## src/rtl/core/rrfp_pkg.sv

```systemverilog
package rrfp_pkg;

  localparam int unsigned ByteW  = 8;
  localparam int unsigned LenW   = 16;
  localparam int unsigned RoleW  = 4;
  localparam int unsigned TmoW   = 9;
  localparam int unsigned CfgIdxW = 2;

  localparam logic [ByteW-1:0] TimeoutLimitRst = 8'd100;
  localparam logic [ByteW-1:0] SyncValueRst    = 8'h00;
  localparam logic [ByteW-1:0] ExpTypeRst      = 8'h04;
  localparam logic [ByteW-1:0] ComplMask       = 8'hff;

  typedef enum logic [CfgIdxW-1:0] {
    CFG_TIMEOUT_LIMIT = 2'd0,
    CFG_SYNC_VALUE    = 2'd1,
    CFG_EXP_TYPE      = 2'd2
  } rrfp_cfg_idx_e;

  typedef enum logic [0:0] {
    FUNC_BYTE = 1'b0,
    FUNC_TICK = 1'b1
  } rrfp_func_e;

  typedef enum logic [3:0] {
    ST_HUNT  = 4'd0,
    ST_SEQ   = 4'd1,
    ST_SEQC  = 4'd2,
    ST_LENLO = 4'd3,
    ST_LENHI = 4'd4,
    ST_TYPE  = 4'd5,
    ST_RET   = 4'd6,
    ST_DATA  = 4'd7,
    ST_CRCLO = 4'd8,
    ST_CRCHI = 4'd9
  } rrfp_state_e;

  typedef enum logic [RoleW-1:0] {
    ROLE_HUNT   = 4'd0,
    ROLE_SYNC   = 4'd1,
    ROLE_SEQ    = 4'd2,
    ROLE_SEQC   = 4'd3,
    ROLE_LENLO  = 4'd4,
    ROLE_LENHI  = 4'd5,
    ROLE_TYPE   = 4'd6,
    ROLE_RET    = 4'd7,
    ROLE_DATA   = 4'd8,
    ROLE_CRCLO  = 4'd9,
    ROLE_CRCHI  = 4'd10,
    ROLE_REJECT = 4'd11
  } rrfp_role_e;

  typedef struct packed {
    logic [ByteW-1:0] timeout_limit;
    logic [ByteW-1:0] sync_value;
    logic [ByteW-1:0] expected_type;
  } rrfp_cfg_t;

  typedef struct packed {
    logic             func;
    logic [ByteW-1:0] rx_byte;
  } rrfp_item_t;

  typedef struct packed {
    logic [ByteW-1:0] byte_out;
    rrfp_role_e       role;
    logic [LenW-1:0]  data_index;
    logic             frame_done;
    logic             timed_out;
    logic [ByteW-1:0] seq_number;
    logic [LenW-1:0]  payload_length;
    logic [ByteW-1:0] return_code;
  } rrfp_result_t;

endpackage

```

## src/rtl/core/radio_reply_frame_parser_core.sv

```systemverilog
// Reply frame parser.
// Input channel (in_valid_i / in_ready_o): one request per event, either a
// received byte (func_i = 0, rx_byte_i) or one elapsed read-timeout period
// (func_i = 1). Output channel (out_valid_o / out_ready_i): exactly one
// result per request, in order: byte role, payload index, frame done,
// timeout abort and the current frame's sequence number, length and return
// code.
// The request passes from the input register through the parse logic into
// the result register, where it is held until taken. Throughput: one
// request per cycle while out_ready_i stays high; the parser state
// advances once per request as it moves into the result register.
// Stall: when out_ready_i is low the result register holds, the input
// register takes one more request, then in_ready_o drops until the result
// register drains. No request is dropped or duplicated.
// Reset (rst_ni low, async): both stages empty, parser hunting for sync,
// all frame fields and the timeout count zero, registers at their defaults
// (timeout limit 100, sync 0x00, type 0x04).
// Config: cfg_we_i writes cfg_wdata_i to register cfg_index_i (0 timeout
// limit, 1 sync value, 2 expected type); other indexes are ignored.
module radio_reply_frame_parser_core import rrfp_pkg::*; (
  input  logic               clk_i,
  input  logic               rst_ni,
  input  logic               cfg_we_i,
  input  logic [CfgIdxW-1:0] cfg_index_i,
  input  logic [ByteW-1:0]   cfg_wdata_i,
  input  logic               in_valid_i,
  output logic               in_ready_o,
  input  logic               func_i,
  input  logic [ByteW-1:0]   rx_byte_i,
  output logic               out_valid_o,
  input  logic               out_ready_i,
  output logic [ByteW-1:0]   byte_out_o,
  output logic [RoleW-1:0]   role_o,
  output logic [LenW-1:0]    data_index_o,
  output logic               frame_done_o,
  output logic               timed_out_o,
  output logic [ByteW-1:0]   seq_number_o,
  output logic [LenW-1:0]    payload_length_o,
  output logic [ByteW-1:0]   return_code_o
);

  rrfp_cfg_t    cfg_q;
  rrfp_item_t   in_item, stage_item;
  rrfp_result_t parse_res, out_res;
  logic         stage_valid, step;

  // config registers
  always_ff @(posedge clk_i or negedge rst_ni) begin
    if (!rst_ni) begin
      cfg_q.timeout_limit <= TimeoutLimitRst;
      cfg_q.sync_value    <= SyncValueRst;
      cfg_q.expected_type <= ExpTypeRst;
    end else if (cfg_we_i) begin
      case (cfg_index_i)
        CFG_TIMEOUT_LIMIT: cfg_q.timeout_limit <= cfg_wdata_i;
        CFG_SYNC_VALUE:    cfg_q.sync_value    <= cfg_wdata_i;
        CFG_EXP_TYPE:      cfg_q.expected_type <= cfg_wdata_i;
        default: ;
      endcase
    end
  end

  assign in_item.func    = func_i;
  assign in_item.rx_byte = rx_byte_i;

  rrfp_in_stage u_in (
    .clk_i      (clk_i),
    .rst_ni     (rst_ni),
    .in_valid_i (in_valid_i),
    .in_ready_o (in_ready_o),
    .item_i     (in_item),
    .take_i     (step),
    .valid_o    (stage_valid),
    .item_o     (stage_item)
  );

  // parser state commits only when its result is loaded downstream
  rrfp_parser u_parser (
    .clk_i    (clk_i),
    .rst_ni   (rst_ni),
    .step_i   (step),
    .item_i   (stage_item),
    .cfg_i    (cfg_q),
    .result_o (parse_res)
  );

  rrfp_out_stage u_out (
    .clk_i       (clk_i),
    .rst_ni      (rst_ni),
    .src_valid_i (stage_valid),
    .take_o      (step),
    .result_i    (parse_res),
    .out_valid_o (out_valid_o),
    .out_ready_i (out_ready_i),
    .result_o    (out_res)
  );

  assign byte_out_o       = out_res.byte_out;
  assign role_o           = out_res.role;
  assign data_index_o     = out_res.data_index;
  assign frame_done_o     = out_res.frame_done;
  assign timed_out_o      = out_res.timed_out;
  assign seq_number_o     = out_res.seq_number;
  assign payload_length_o = out_res.payload_length;
  assign return_code_o    = out_res.return_code;

endmodule

```

## src/rtl/core/rrfp_in_stage.sv

```systemverilog
module rrfp_in_stage import rrfp_pkg::*; (
  input  logic       clk_i,
  input  logic       rst_ni,
  input  logic       in_valid_i,
  output logic       in_ready_o,
  input  rrfp_item_t item_i,
  input  logic       take_i,
  output logic       valid_o,
  output rrfp_item_t item_o
);

  logic       valid_q, valid_d;
  rrfp_item_t item_q;

  // slot frees up in the same cycle it is drained
  assign in_ready_o = !valid_q || take_i;
  assign valid_d    = (in_valid_i && in_ready_o) || (valid_q && !take_i);

  always_ff @(posedge clk_i or negedge rst_ni) begin
    if (!rst_ni) begin
      valid_q <= 1'b0;
    end else begin
      valid_q <= valid_d;
    end
  end

  always_ff @(posedge clk_i) begin
    if (in_valid_i && in_ready_o) begin
      item_q <= item_i;
    end
  end

  assign valid_o = valid_q;
  assign item_o  = item_q;

endmodule

```

## src/rtl/core/rrfp_parser.sv

```systemverilog
module rrfp_parser import rrfp_pkg::*; (
  input  logic         clk_i,
  input  logic         rst_ni,
  input  logic         step_i,
  input  rrfp_item_t   item_i,
  input  rrfp_cfg_t    cfg_i,
  output rrfp_result_t result_o
);

  rrfp_state_e      state_q, state_d;
  logic [ByteW-1:0] seq_q, seq_d;
  logic [LenW-1:0]  len_q, len_d;
  logic [LenW-1:0]  remain_q, remain_d;
  logic [LenW-1:0]  pos_q, pos_d;
  logic [ByteW-1:0] ret_q, ret_d;
  logic [TmoW-1:0]  tmo_q, tmo_d;
  logic [TmoW-1:0]  tmo_inc;
  logic [ByteW-1:0] b;
  rrfp_role_e       role;
  logic [LenW-1:0]  data_idx;
  logic             done, tout;

  assign b       = item_i.rx_byte;
  assign tmo_inc = tmo_q + TmoW'(1);

  always_comb begin
    state_d  = state_q;
    seq_d    = seq_q;
    len_d    = len_q;
    remain_d = remain_q;
    pos_d    = pos_q;
    ret_d    = ret_q;
    tmo_d    = tmo_q;
    role     = ROLE_HUNT;
    data_idx = '0;
    done     = 1'b0;
    tout     = 1'b0;

    if (item_i.func == FUNC_TICK) begin
      tmo_d = tmo_inc;
      if (tmo_inc > {1'b0, cfg_i.timeout_limit}) begin
        tout    = 1'b1;
        tmo_d   = '0;
        state_d = ST_HUNT;
      end
    end else begin
      case (state_q)
        ST_SEQ: begin
          seq_d   = b;
          role    = ROLE_SEQ;
          state_d = ST_SEQC;
        end
        ST_SEQC: begin
          if (seq_q == (b ^ ComplMask)) begin
            role    = ROLE_SEQC;
            state_d = ST_LENLO;
          end else begin
            role    = ROLE_REJECT;
            state_d = ST_HUNT;
          end
        end
        ST_LENLO: begin
          len_d   = {len_q[LenW-1:ByteW], b};
          role    = ROLE_LENLO;
          state_d = ST_LENHI;
        end
        ST_LENHI: begin
          len_d   = {b, len_q[ByteW-1:0]};
          role    = ROLE_LENHI;
          state_d = ST_TYPE;
        end
        ST_TYPE: begin
          if (b == cfg_i.expected_type) begin
            role    = ROLE_TYPE;
            state_d = ST_RET;
          end else begin
            role    = ROLE_REJECT;
            state_d = ST_HUNT;
          end
        end
        ST_RET: begin
          ret_d = b;
          role  = ROLE_RET;
          if (len_q != '0) begin
            remain_d = len_q;
            pos_d    = '0;
            state_d  = ST_DATA;
          end else begin
            state_d = ST_CRCLO;
          end
        end
        ST_DATA: begin
          role     = ROLE_DATA;
          data_idx = pos_q;
          pos_d    = pos_q + LenW'(1);
          remain_d = remain_q - LenW'(1);
          if (remain_d == '0) begin
            state_d = ST_CRCLO;
          end
        end
        ST_CRCLO: begin
          role    = ROLE_CRCLO;
          state_d = ST_CRCHI;
        end
        ST_CRCHI: begin
          role    = ROLE_CRCHI;
          done    = 1'b1;
          state_d = ST_HUNT;
          tmo_d   = '0;
        end
        default: begin
          // hunting; unused codes land here too
          state_d = ST_HUNT;
          if (b == cfg_i.sync_value) begin
            role    = ROLE_SYNC;
            seq_d   = '0;
            len_d   = '0;
            ret_d   = '0;
            state_d = ST_SEQ;
          end
        end
      endcase
    end
  end

  always_ff @(posedge clk_i or negedge rst_ni) begin
    if (!rst_ni) begin
      state_q  <= ST_HUNT;
      seq_q    <= '0;
      len_q    <= '0;
      remain_q <= '0;
      pos_q    <= '0;
      ret_q    <= '0;
      tmo_q    <= '0;
    end else if (step_i) begin
      state_q  <= state_d;
      seq_q    <= seq_d;
      len_q    <= len_d;
      remain_q <= remain_d;
      pos_q    <= pos_d;
      ret_q    <= ret_d;
      tmo_q    <= tmo_d;
    end
  end

  always_comb begin
    result_o.byte_out       = (item_i.func == FUNC_TICK) ? '0 : b;
    result_o.role           = role;
    result_o.data_index     = data_idx;
    result_o.frame_done     = done;
    result_o.timed_out      = tout;
    result_o.seq_number     = seq_d;
    result_o.payload_length = len_d;
    result_o.return_code    = ret_d;
  end

endmodule

```

## src/rtl/core/rrfp_out_stage.sv

```systemverilog
module rrfp_out_stage import rrfp_pkg::*; (
  input  logic         clk_i,
  input  logic         rst_ni,
  input  logic         src_valid_i,
  output logic         take_o,
  input  rrfp_result_t result_i,
  output logic         out_valid_o,
  input  logic         out_ready_i,
  output rrfp_result_t result_o
);

  logic         valid_q, valid_d;
  rrfp_result_t result_q;

  // load whenever the held result is gone or leaves this cycle
  assign take_o  = src_valid_i && (!valid_q || out_ready_i);
  assign valid_d = take_o || (valid_q && !out_ready_i);

  always_ff @(posedge clk_i or negedge rst_ni) begin
    if (!rst_ni) begin
      valid_q <= 1'b0;
    end else begin
      valid_q <= valid_d;
    end
  end

  always_ff @(posedge clk_i) begin
    if (take_o) begin
      result_q <= result_i;
    end
  end

  assign out_valid_o = valid_q;
  assign result_o    = result_q;

endmodule

```

## config.mk

```make
export PLATFORM = sky130hd
export DESIGN_NAME = radio_reply_frame_parser_core
export DESIGN_NICKNAME = d
export VERILOG_FILES = /design/src/rtl/core/rrfp_pkg.sv /design/src/rtl/core/radio_reply_frame_parser_core.sv /design/src/rtl/core/rrfp_in_stage.sv /design/src/rtl/core/rrfp_parser.sv /design/src/rtl/core/rrfp_out_stage.sv
export SDC_FILE = /design/constraint.sdc
export NUM_CORES = 1
export LEC_CHECK = 0
export BUFFER_PORTS_ARGS = -buffer_cell sky130_fd_sc_hd__buf_4
export CORE_MARGIN = 4
export CORE_UTILIZATION = 63
export DETAILED_ROUTE_END_ITERATION = 10
export PLACE_DENSITY = 0.84
export SYNTH_ARGS = -nofsm -noshare
export SYNTH_HDL_FRONTEND = slang
export SYNTH_SLANG_ARGS = --single-unit
```

## constraint.sdc

```tcl
create_clock -name clk_i -period 5.68 [get_ports clk_i]
set_input_delay 0.284 -clock clk_i [delete_from_list [all_inputs] [get_ports clk_i]]
set_output_delay 0.284 -clock clk_i [all_outputs]
set_load 0.03 [all_outputs]
```

==> results.md, run 1 <==
- Worst Tran Pin Value: between 1 and 1.5 ns
- Worst Setup End Kind: flip-flop
- R2R Path Start: u_parser.tmo_q[0]$_DFFE_PN0P_
- Fill cells: 864
- Clock-pin slew on the worst setup and hold paths: 0.06 ns
- Synth top area cells: dfrtp_1 30%, edfxtp_1 26%, o21ai_0 4.7%, o2bb2ai_1 2.7%, nand2_1 2.6%
- Final WL: roughly 19 mm
- Fin crit period: 3.33 ns
- Crit share post-route: 0.586
- Mux cell area share after synthesis: 0.0233
- Reg area: 0.00471 sq mm
- Synth Area in XOR/XNOR: 0.0340
- Share of cells above drive strength 1: 0.189
- Critical path required time: 6.04 ns
- Worst min path class: input pin to flip-flop
- Setup TNS: 0 ns
- Cells after DPL: 975
- Most frequent cells after synthesis: 99 x dfrtp_1, 78 x o21ai_0, 71 x edfxtp_1
- Cell variety after synth: 64
- Vias/cell: between 6 and 7
- Root Driver: clkbuf_16
- Final hold violations: 0
- Largest net degree at the start of global routing: 72
- Min-Delay Startpoint: rx_byte_i[3]
- Sequential fraction of the synthesis area: 0.573
- DRT iter0 DRCs: a little over 800
- EDFF count, synth: a little over 70
- CTS tree: yes
- FF-to-FF setup slack: ~2.4 ns
- Fin. max-slew vios: 0
- Die footprint: 0.0150 sq mm
- Synth Net Count: just under 800
- Core Region: 0.0127 sq mm
- Vias: between 6000 and 7000
- Wirelength per Cell: around 19 um
- Mapped Cells: ~740
- Pwr dens: ~340 mW/mm^2
- Max_cap viols: 0
- Worst Hold Path EP: u_in.item_o[3]$_DFFE_PP_
- Synth Warn #: 0
- Static leakage: between 4 and 5 nW
- Setup crit start kind: flip-flop
- Num CTS Buffers: 17
- Clock latency at the later pin of the worst-skew pair: around 0.43 ns
- Clock Tree Buf Depth: 2
- Async SR Flop Fraction: 0.592
- Simple-Gate Fraction of Synth Area: 0.137
- Synth Flop Type: dfrtp_1
- Die Span Y: ~120 um
- Post-layout util: 0.757
- WS Path Type: flip-flop to flip-flop
- H-tree levels: 4
- Worst r2r path cells: 11
- Final Setup Violations: 0
- Max Clk Rate: 301 MHz
- TritonRoute pass-1 iters: 5
- Multi-input gate area: approximately 0.0033 sq mm
- Sink Count: roughly 170
- Post-synthesis compound-gate area fraction: 0.182
- Synth-to-layout area growth: 17.0%
- Clk_skew: 0.00969 ns
- Synth Register Bits: ~170
- Gr usage total: 0.270
- Rel. slew slack: 0.206
- Final HPWL DP: roughly 13 mm
- Worst-path maximum fanout: 11
- Synth Area per Inst: around 11 sq um
- Hold path depth: 1
- Count leader, synth: dfrtp_1
- Status: completed
- CP Data Arrival Time: between 3 and 4 ns
- First-pass GRT wire length: between 30 and 40 mm
- RSZ-0062 raised after global routing: false
- Placer congestion estimate: around 0.93
- Starting Density: 0.647
- Port bufs: 87
- Syn Std Cell Area: between 0.008 and 0.009 sq mm
- Die width: roughly 120 um
- Routed Antenna Nets: 0
- Peak VDD IR: 0.409 mV
- Area share of fa/ha/maj cells after synthesis: 0.0182
- Layout Cells excl Fill: approximately 1000
- Initial antenna violation count: 0
- Reg-to-Reg End: u_parser.state_q[1]$_DFFE_PN0P_
- Ports: slightly below 90
- Drt drc: 0
- Ant diodes: 0
- Vias in the first global route: between 6000 and 7000
- Post-CTS Resized: 0
- Largest area contributor in the netlist: dfrtp_1
- Final Net Count: between 800 and 900
- Synth top area share: 0.301
- GR Overflow Total: 0
- # rows: 41
- Combinational family with the most area after synthesis: compound AO/OA/AOI/OAI gates
[sequential cells by signal, indices dropped and copies added (netlist names), 8 cells and up]
register,cells
u_parser.remain_q,16
u_in.item_o,9
u_parser.ret_q,8
u_parser.len_q,16
u_parser.seq_q,8
u_parser.pos_q,16
cfg_q,24
u_parser.tmo_q,9
u_out.result_o,62
[cell type report]
cell class	instances	area share
clock buffer	20	0.0464
multi-input combinational	502	0.338
tap	172	0.0223
timing repair buffer	94	0.0735
inverter	34	0.0132
clock inverter	12	0.0175
sequential	174	0.489
[cell usage in the layout, fill, tap and decap left out, types with 18 or more instances in the layout]
cell and instances:
inv_1 33, edfxtp_1 71, o21ai_0 78, and3_1 25
a22o_1 18, a21oi_1 27, buf_4 93, nand2_1 58
dfrtp_1 99, nor2_1 47, xor2_1 19, o2bb2ai_1 25
[critical path: stages, from the launching register on]
cell,delay [ns]
dfrtp_1,0.44
ha_1,0.25
nand2_1,0.09
or3_1,0.33
nand2_1,0.08
ha_1,0.24
a21o_1,0.19
a21o_1,0.17
a2111oi_0,0.53
o211ai_1,0.47
o21ai_0,0.30
a32o_1,0.17
[logic make-up (layout without fill, tap and decap cells)]
logic type | after synthesis | in the layout
adders and majority gates | 12 | 12
AOI/OAI and AO/OA | 222 | 222
and+or+nand+nor | 219 | 219
muxes | 17 | 17
xor gates and xnor gates | 32 | 32
DFF | 174 | 174
buffers and inverters | 68 | 160
[layer usage]
| metal | wire length (um) | vias up | track usage |
|---|---|---|---|
| met1 | 7630 | 3141 | 0.343 |
| met2 | 9770 | 265 | 0.448 |
| met3 | 1200 | 52 | 0.0664 |
| li1 | - | 2925 | - |
| met5 | 0 | - | 0 |
| met4 | 543 | 0 | 0.106 |
[through the flow]
step	instance area [sq um]	setup slack, ns	hold WS (ns)	power, mW
6_report	9630	2.35	0.0260	3.28
5_1_grt	9630	2.08	0.0171	3.40
4_1_cts	9630	2.37	0.0185	3.28
3_5_place_dp	9010	2.39	0.246	2.08
3_3_place_gp	9010	2.59	0.242	2.05
2_1_floorplan	8230	2.95	-0.0116	1.89
[where the power goes]
part | total, mW | leakage, nW | switching, mW | internal, mW
Sequential | 1.56 | 2.00 | 0.0978 | 1.46
Combinational | 0.505 | 1.83 | 0.300 | 0.205
Clock | 1.22 | 0.303 | 0.472 | 0.744
Total | 3.28 | 4.14 | 0.870 | 2.41
[timing repair]
item	in CTS	in global routing
buffers inserted	0	0
endpoints found under the hold margin	28	0
hold buffers	1	0
[worst max path at each step]
| stage | startpoint | slack [ns] | endpoint | cells after the start |
|---|---|---|---|---|
| 2_1_floorplan | u_parser.tmo_q[0]$_DFFE_PN0P_ | 2.95 | u_parser.tmo_q[2]$_DFFE_PN0P_ | 12 |
| 5_1_grt | u_out.out_valid_o$_DFF_PN0_ | 2.08 | u_parser.tmo_q[5]$_DFFE_PN0P_ | 7 |
| 3_3_place_gp | out_ready_i | 2.59 | u_parser.tmo_q[5]$_DFFE_PN0P_ | 8 |
| 4_1_cts | u_out.out_valid_o$_DFF_PN0_ | 2.37 | u_parser.tmo_q[5]$_DFFE_PN0P_ | 7 |
| 6_report | u_parser.tmo_q[0]$_DFFE_PN0P_ | 2.35 | u_parser.state_q[1]$_DFFE_PN0P_ | 11 |
| 3_5_place_dp | out_ready_i | 2.39 | u_parser.tmo_q[5]$_DFFE_PN0P_ | 8 |
No activity file was read; power rests on OpenSTA's default activity.
==> run 2: changes to the inputs <==
- CORE_UTILIZATION: 63 -> 59
- PLACE_DENSITY: 0.84 -> 0.79
- clock period: 5.68 -> 3.3 ns (I/O delays scaled with it)
==> run 2 against run 1 <==
Cell count increased by 3.0%. Clock power increased by 73%. First-iteration DRC count increased by 7.8%. Critical endpoint unchanged. Highest routed layer unchanged.
==> results.md, run 2 (synthesized netlist as in run 1, its figures left out) <==
- Final HPWL DP: roughly 13 mm
- Worst r2r path cells: 12
- Die width: around 130 um
- Min Hold Slack: around 0.073 ns
- Final instance area: approximately 0.01 sq mm
- Drt drc: 0
- R2R Path Start: u_parser.tmo_q[0]$_DFFE_PN0P_
- Final hold violations: 0
- Ports: 88
- Vias: between 6000 and 7000
- H-tree levels: 4
- Placer congestion estimate: just over 0.9
- Gr usage total: 0.258
- CP Data Arrival Time: 3.41 ns
- Synth-to-layout area growth: 20.0%
- Max_cap viols: 0
- Min-Delay Startpoint: out_ready_i
- Critical path required time: between 3 and 4 ns
- Setup crit start kind: flip-flop
- DRT iter0 DRCs: approximately 900
- Peak VDD IR: approximately 0.36 mV
- Clk_skew: around 0.0081 ns
- Vias in the first global route: 6434
- Starting Density: 0.612
- Crit share post-route: 0.924
- Commonest non-fill, non-tap cell in the layout: buf_4
- Share of cells above drive strength 1: 0.195
- TritonRoute pass-1 iters: 5
- Die footprint: about 0.016 sq mm
- Hold path depth: 3
- Initial antenna violation count: 0
- RSZ-0062 raised after global routing: false
- Worst Hold Path EP: u_in.valid_o$_DFF_PN0_
- Wirelength per Cell: roughly 19 um
- Rel. slew slack: 0.362
- Pwr dens: about 580 mW/mm^2
- Die Span Y: roughly 130 um
- Clock latency at the later pin of the worst-skew pair: ~0.43 ns
- Static leakage: roughly 4.3 nW
- Layout Cells excl Fill: 1038
- Root Driver: clkbuf_16
- Largest net degree at the start of global routing: 76
- Core Region: 0.0135 sq mm
- Worst Setup End Kind: flip-flop
- # rows: 42
- First-pass GRT wire length: 32.8 mm
- Sink Count: roughly 170
- Worst min path class: input pin to flip-flop
- Fin. max-slew vios: 0
- Status: completed
- Worst-path maximum fanout: 11
- Most frequent cells in the layout: 101 x buf_4, 99 x dfrtp_1, 78 x o21ai_0
- Final Setup Violations: 0
- Clock-pin slew on the worst setup and hold paths: 0.06 ns
- Port bufs: 87
- Num CTS Buffers: 17
- Vias/cell: about 6.2
- Routed Antenna Nets: 0
- Cells after DPL: approximately 1000
- Fin crit period: 3.05 ns
- FF-to-FF setup slack: approximately 0.25 ns
- GR Overflow Total: 0
- Reg-to-Reg End: u_parser.state_q[1]$_DFFE_PN0P_
- Max Clk Rate: between 300 and 400 MHz
- Final Net Count: 885
- Final WL: around 20 mm
- Placed cell areas: approximately 0.0091 sq mm
- CTS tree: yes
- Worst Tran Pin Value: 0.958 ns
- Ant diodes: 0
- Max reg flops: just over 60
- Post-layout util: 0.735
- Clock Tree Buf Depth: 2
- WS Path Type: flip-flop to flip-flop
-- run 2: changes by cell type in the layout (fill, tap and decap cells not counted), sizes merged --
cell	before	now
clkinvlp	0	2
clkinv	8	5
buf	93	101
clkbuf	20	18
inv	34	37
dlygate4sd3	1	19
-- run 2: timing repair --
action | 4_1_cts | 5_1_grt
hold endpoints to repair | 103 | 0
setup endpoints to repair | 8 | 6
buffers inserted | 1 | 0
resized for setup | 0 | 1
hold buffers | 19 | 0
pin swaps | 1 | 0
-- run 2: worst max-delay path: stages (launching register included) --
cell       delay, ns
dfrtp_1         0.43
ha_1            0.25
nand2_1         0.10
or3_1           0.35
nand2_1         0.09
ha_1            0.23
a21o_1          0.18
a21o_1          0.18
a2111oi_1       0.50
o211ai_1        0.14
buf_4           0.20
o21ai_0         0.16
a32o_1          0.19
-- run 2: metrics by stage --
stage / total power [mW] / setup TNS [ns] / setup WS, ns
after floorplan: 3.26 / 0 / 0.569
after global placement: 3.54 / 0 / 0.213
final: 5.71 / 0 / 0.252
after global routing: 5.93 / 0 / 0.0517
after detailed placement: 3.60 / -0.0662 / -0.0292
after CTS: 5.72 / 0 / 0.201
-- run 2: per-layer routing --
| metal | track usage | share of wire | up-vias |
|---|---|---|---|
| met1 | 0.319 | 0.39 | 3167 |
| met3 | 0.0622 | 0.066 | 34 |
| met2 | 0.443 | 0.52 | 281 |
| met4 | 0.0940 | 0.020 | 0 |
| li1 | - | - | 2981 |
| met5 | 0 | 0 | - |
-- run 2: power by group --
part / internal (mW) / switching [mW] / leakage [nW]
Sequential: 2.51 / 0.165 / 2.00
Combinational: 0.378 / 0.541 / 1.95
Clock: 1.27 / 0.843 / 0.299
Total: 4.16 / 1.55 / 4.25
-- run 2: cell type report --
type                       count  area [sq um]
clock inverter                14           189
tap                          176           220
inverter                      34           128
multi-input combinational    502          3250
fill                         928          3570
timing repair buffer         120           948
clock buffer                  18           429
sequential                   174          4710
-- run 2: how the worst max path moves through the flow --
stage | startpoint | end | slack [ns] | cells after the start
2_1_floorplan | u_parser.tmo_q[0]$_DFFE_PN0P_ | u_parser.tmo_q[2]$_DFFE_PN0P_ | 0.57 | 12
3_3_place_gp | u_parser.tmo_q[2]$_DFFE_PN0P_ | u_parser.state_q[1]$_DFFE_PN0P_ | 0.21 | 11
3_5_place_dp | u_parser.tmo_q[0]$_DFFE_PN0P_ | u_parser.state_q[1]$_DFFE_PN0P_ | -0.03 | 11
4_1_cts | u_parser.tmo_q[0]$_DFFE_PN0P_ | u_parser.state_q[1]$_DFFE_PN0P_ | 0.20 | 12
5_1_grt | u_parser.tmo_q[0]$_DFFE_PN0P_ | u_parser.tmo_q[2]$_DFFE_PN0P_ | 0.05 | 12
6_report | u_parser.tmo_q[0]$_DFFE_PN0P_ | u_parser.state_q[1]$_DFFE_PN0P_ | 0.25 | 12
==> run 3: changes to the inputs <==
- clock period: 3.3 -> 3.02 ns (I/O delays scaled with it)
==> run 3 against run 2 <==
Die area is the same. Sequential power grew 9.0%. Wire length fell by 0.14%. Worst setup slack got worse by 0.078 ns. Final area up 0.38%. Total power rose by 7.6%. Critical path depth unchanged. Clock power increased by 3%. First-iteration DRC count decreased by 0.56%. Critical path type unchanged.
==> results.md, run 3 (synthesized netlist as in run 1, its figures left out) <==
- GR Overflow Total: 0
- Rel. slew slack: 0.420
- Most used cell, CP: a21o_1
- Sink Count: 174
- Num CTS Buffers: 17
- Status: completed
- Max_cap viols: 0
- Cell type group with the largest total delay on the critical path: compound AO/OA/AOI/OAI gates
- Max reg flops: 62
- Share of cells above drive strength 1: 0.201
- Reg area: ~0.0047 sq mm
- Fin. max-slew vios: 0
- Vias: roughly 6600
- Slowest CP cell: dfrtp_1
- Starting Density: 0.612
- Ports: a little under 90
- Vias/cell: roughly 6.3
- Die footprint: 0.0159 sq mm
- Wirelength per Cell: 19.0 um
- Critical path required time: 3.39 ns
- Ant diodes: 0
- Drt drc: 0
- Worst-path maximum fanout: 11
- Clock latency at the later pin of the worst-skew pair: 0.44 ns
- Fill cells: between 900 and 1000
- Pwr dens: around 620 mW/mm^2
- Design Power: 6.14 mW
- Static leakage: around 4.3 nW
- DRT iter0 DRCs: just under 900
- CP Data Arrival Time: 3.22 ns
- Final Setup Violations: 0
- Vias in the first global route: ~6400
- # rows: 42
- Die width: 126 um
- Post-CTS Setup Inserts: 0
- Port bufs: between 80 and 90
- Crit path buf inv count: 1
- CTS tree: yes
- Final HPWL DP: about 13 mm
- RSZ-0062 raised after global routing: false
- Placer congestion estimate: 0.924
- Final WL: ~20 mm
- Clock Tree Buf Depth: 2
- TritonRoute pass-1 iters: 7
- Fin crit period: between 2 and 3 ns
- Most frequent cells in the layout: 104 x buf_4, 99 x dfrtp_1, 76 x o21ai_0
- Max Clk Rate: between 300 and 400 MHz
- Worst min path class: input pin to flip-flop
- Worst Tran Pin Value: around 0.87 ns
- Synth-to-layout area growth: 20.5%
- Slowest stage delay, CP: 0.44 ns
- Initial antenna violation count: 0
- Core Region: roughly 0.013 sq mm
- Worst Setup End Kind: flip-flop
- Largest net degree at the start of global routing: 61
- Setup crit start kind: flip-flop
- Commonest non-fill, non-tap cell in the layout: buf_4
- Peak VDD IR: about 0.44 mV
- H-tree levels: 4
- Clk_skew: 0.0124 ns
- Final hold violations: 0
- Worst-path cell chain: nand3_1, nor2_1, and3_1, nand2b_1, nand2_1, ha_1, a21o_1, a2111oi_4, o211ai_1, buf_4, a211oi_1, a21o_1
- Crit share post-route: 0.943
- Multi-input gate area: about 0.0033 sq mm
- Setup TNS: 0 ns
- Clock-pin slew on the worst setup and hold paths: 0.06 ns
- WS Path Type: flip-flop to flip-flop
- Die Span Y: around 130 um
- First-pass GRT wire length: about 33 mm
- Routed Antenna Nets: 0
- Final Net Count: roughly 890
- Root Driver: clkbuf_16
- Gr usage total: 0.255
[run 3: area by class of cell]
cell class	count	area share
Clock inverter	13	0.0137
Clock buffer	19	0.0457
Inverter	34	0.0129
Multi-Input combinational cell	502	0.330
Sequential cell	174	0.475
Tap cell	176	0.0222
Timing Repair Buffer	124	0.0999
[run 3: stage by stage]
stage / hold slack (ns) / setup WS [ns] / util / instance area [sq um] / instances
2_1_floorplan: -0.145 / 0.289 / - / 8230 / 744
3_3_place_gp: 0.264 / 0.182 / 0.678 / 9110 / 991
3_5_place_dp: 0.278 / 0.0286 / 0.678 / 9110 / 991
4_1_cts: 0.0354 / 0.0194 / 0.736 / 9900 / 1042
5_1_grt: 0.0783 / 0.00424 / 0.737 / 9920 / 1042
6_report: 0.0604 / 0.174 / 0.737 / 9920 / 1042
[run 3: worst min-delay path, stage by stage]
cell,delay [ns]
buf_4,0.08
nand2b_1,0.15
nand2b_1,0.07
[run 3: metal layers]
layer,vias up,part of all wire,GRT usage
li1,2991,-,-
met1,3197,0.39,0.315
met2,335,0.52,0.437
met3,62,0.064,0.0576
met4,0,0.028,0.101
met5,-,0,0
[run 3: path summary, 6_finish.rpt]
kind	startpoint	end	slack (ns)	cells after the start
worst min register to register	u_parser.pos_q[15]$_DFFE_PN0P_	u_parser.pos_q[15]$_DFFE_PN0P_	0.49	1
worst min-delay path	out_ready_i	u_out.out_valid_o$_DFF_PN0_	0.06	3
max in group asynchronous	rst_ni	cfg_q[2]$_DFFE_PN1P_	1.85	3
min in group asynchronous	rst_ni	cfg_q[19]$_DFFE_PN0P_	0.34	2
worst max register to register	u_parser.tmo_q[2]$_DFFE_PN0P_	u_parser.tmo_q[6]$_DFFE_PN0P_	0.17	12
worst max-delay path	u_parser.tmo_q[2]$_DFFE_PN0P_	u_parser.tmo_q[6]$_DFFE_PN0P_	0.17	12
[run 3: power by group]
part           internal, mW  total (mW)  switching (mW)
clock                  1.26        2.18           0.915
combinational         0.442        1.04           0.594
sequential             2.74        2.92           0.180
total                  4.45        6.14            1.69
[run 3: what timing repair did]
action,4_1_cts,5_1_grt
pin swaps,0,0
hold buffers,19,0
resized for setup,1,6
endpoints found under the hold margin,88,0
endpoints found under the setup margin,3,13
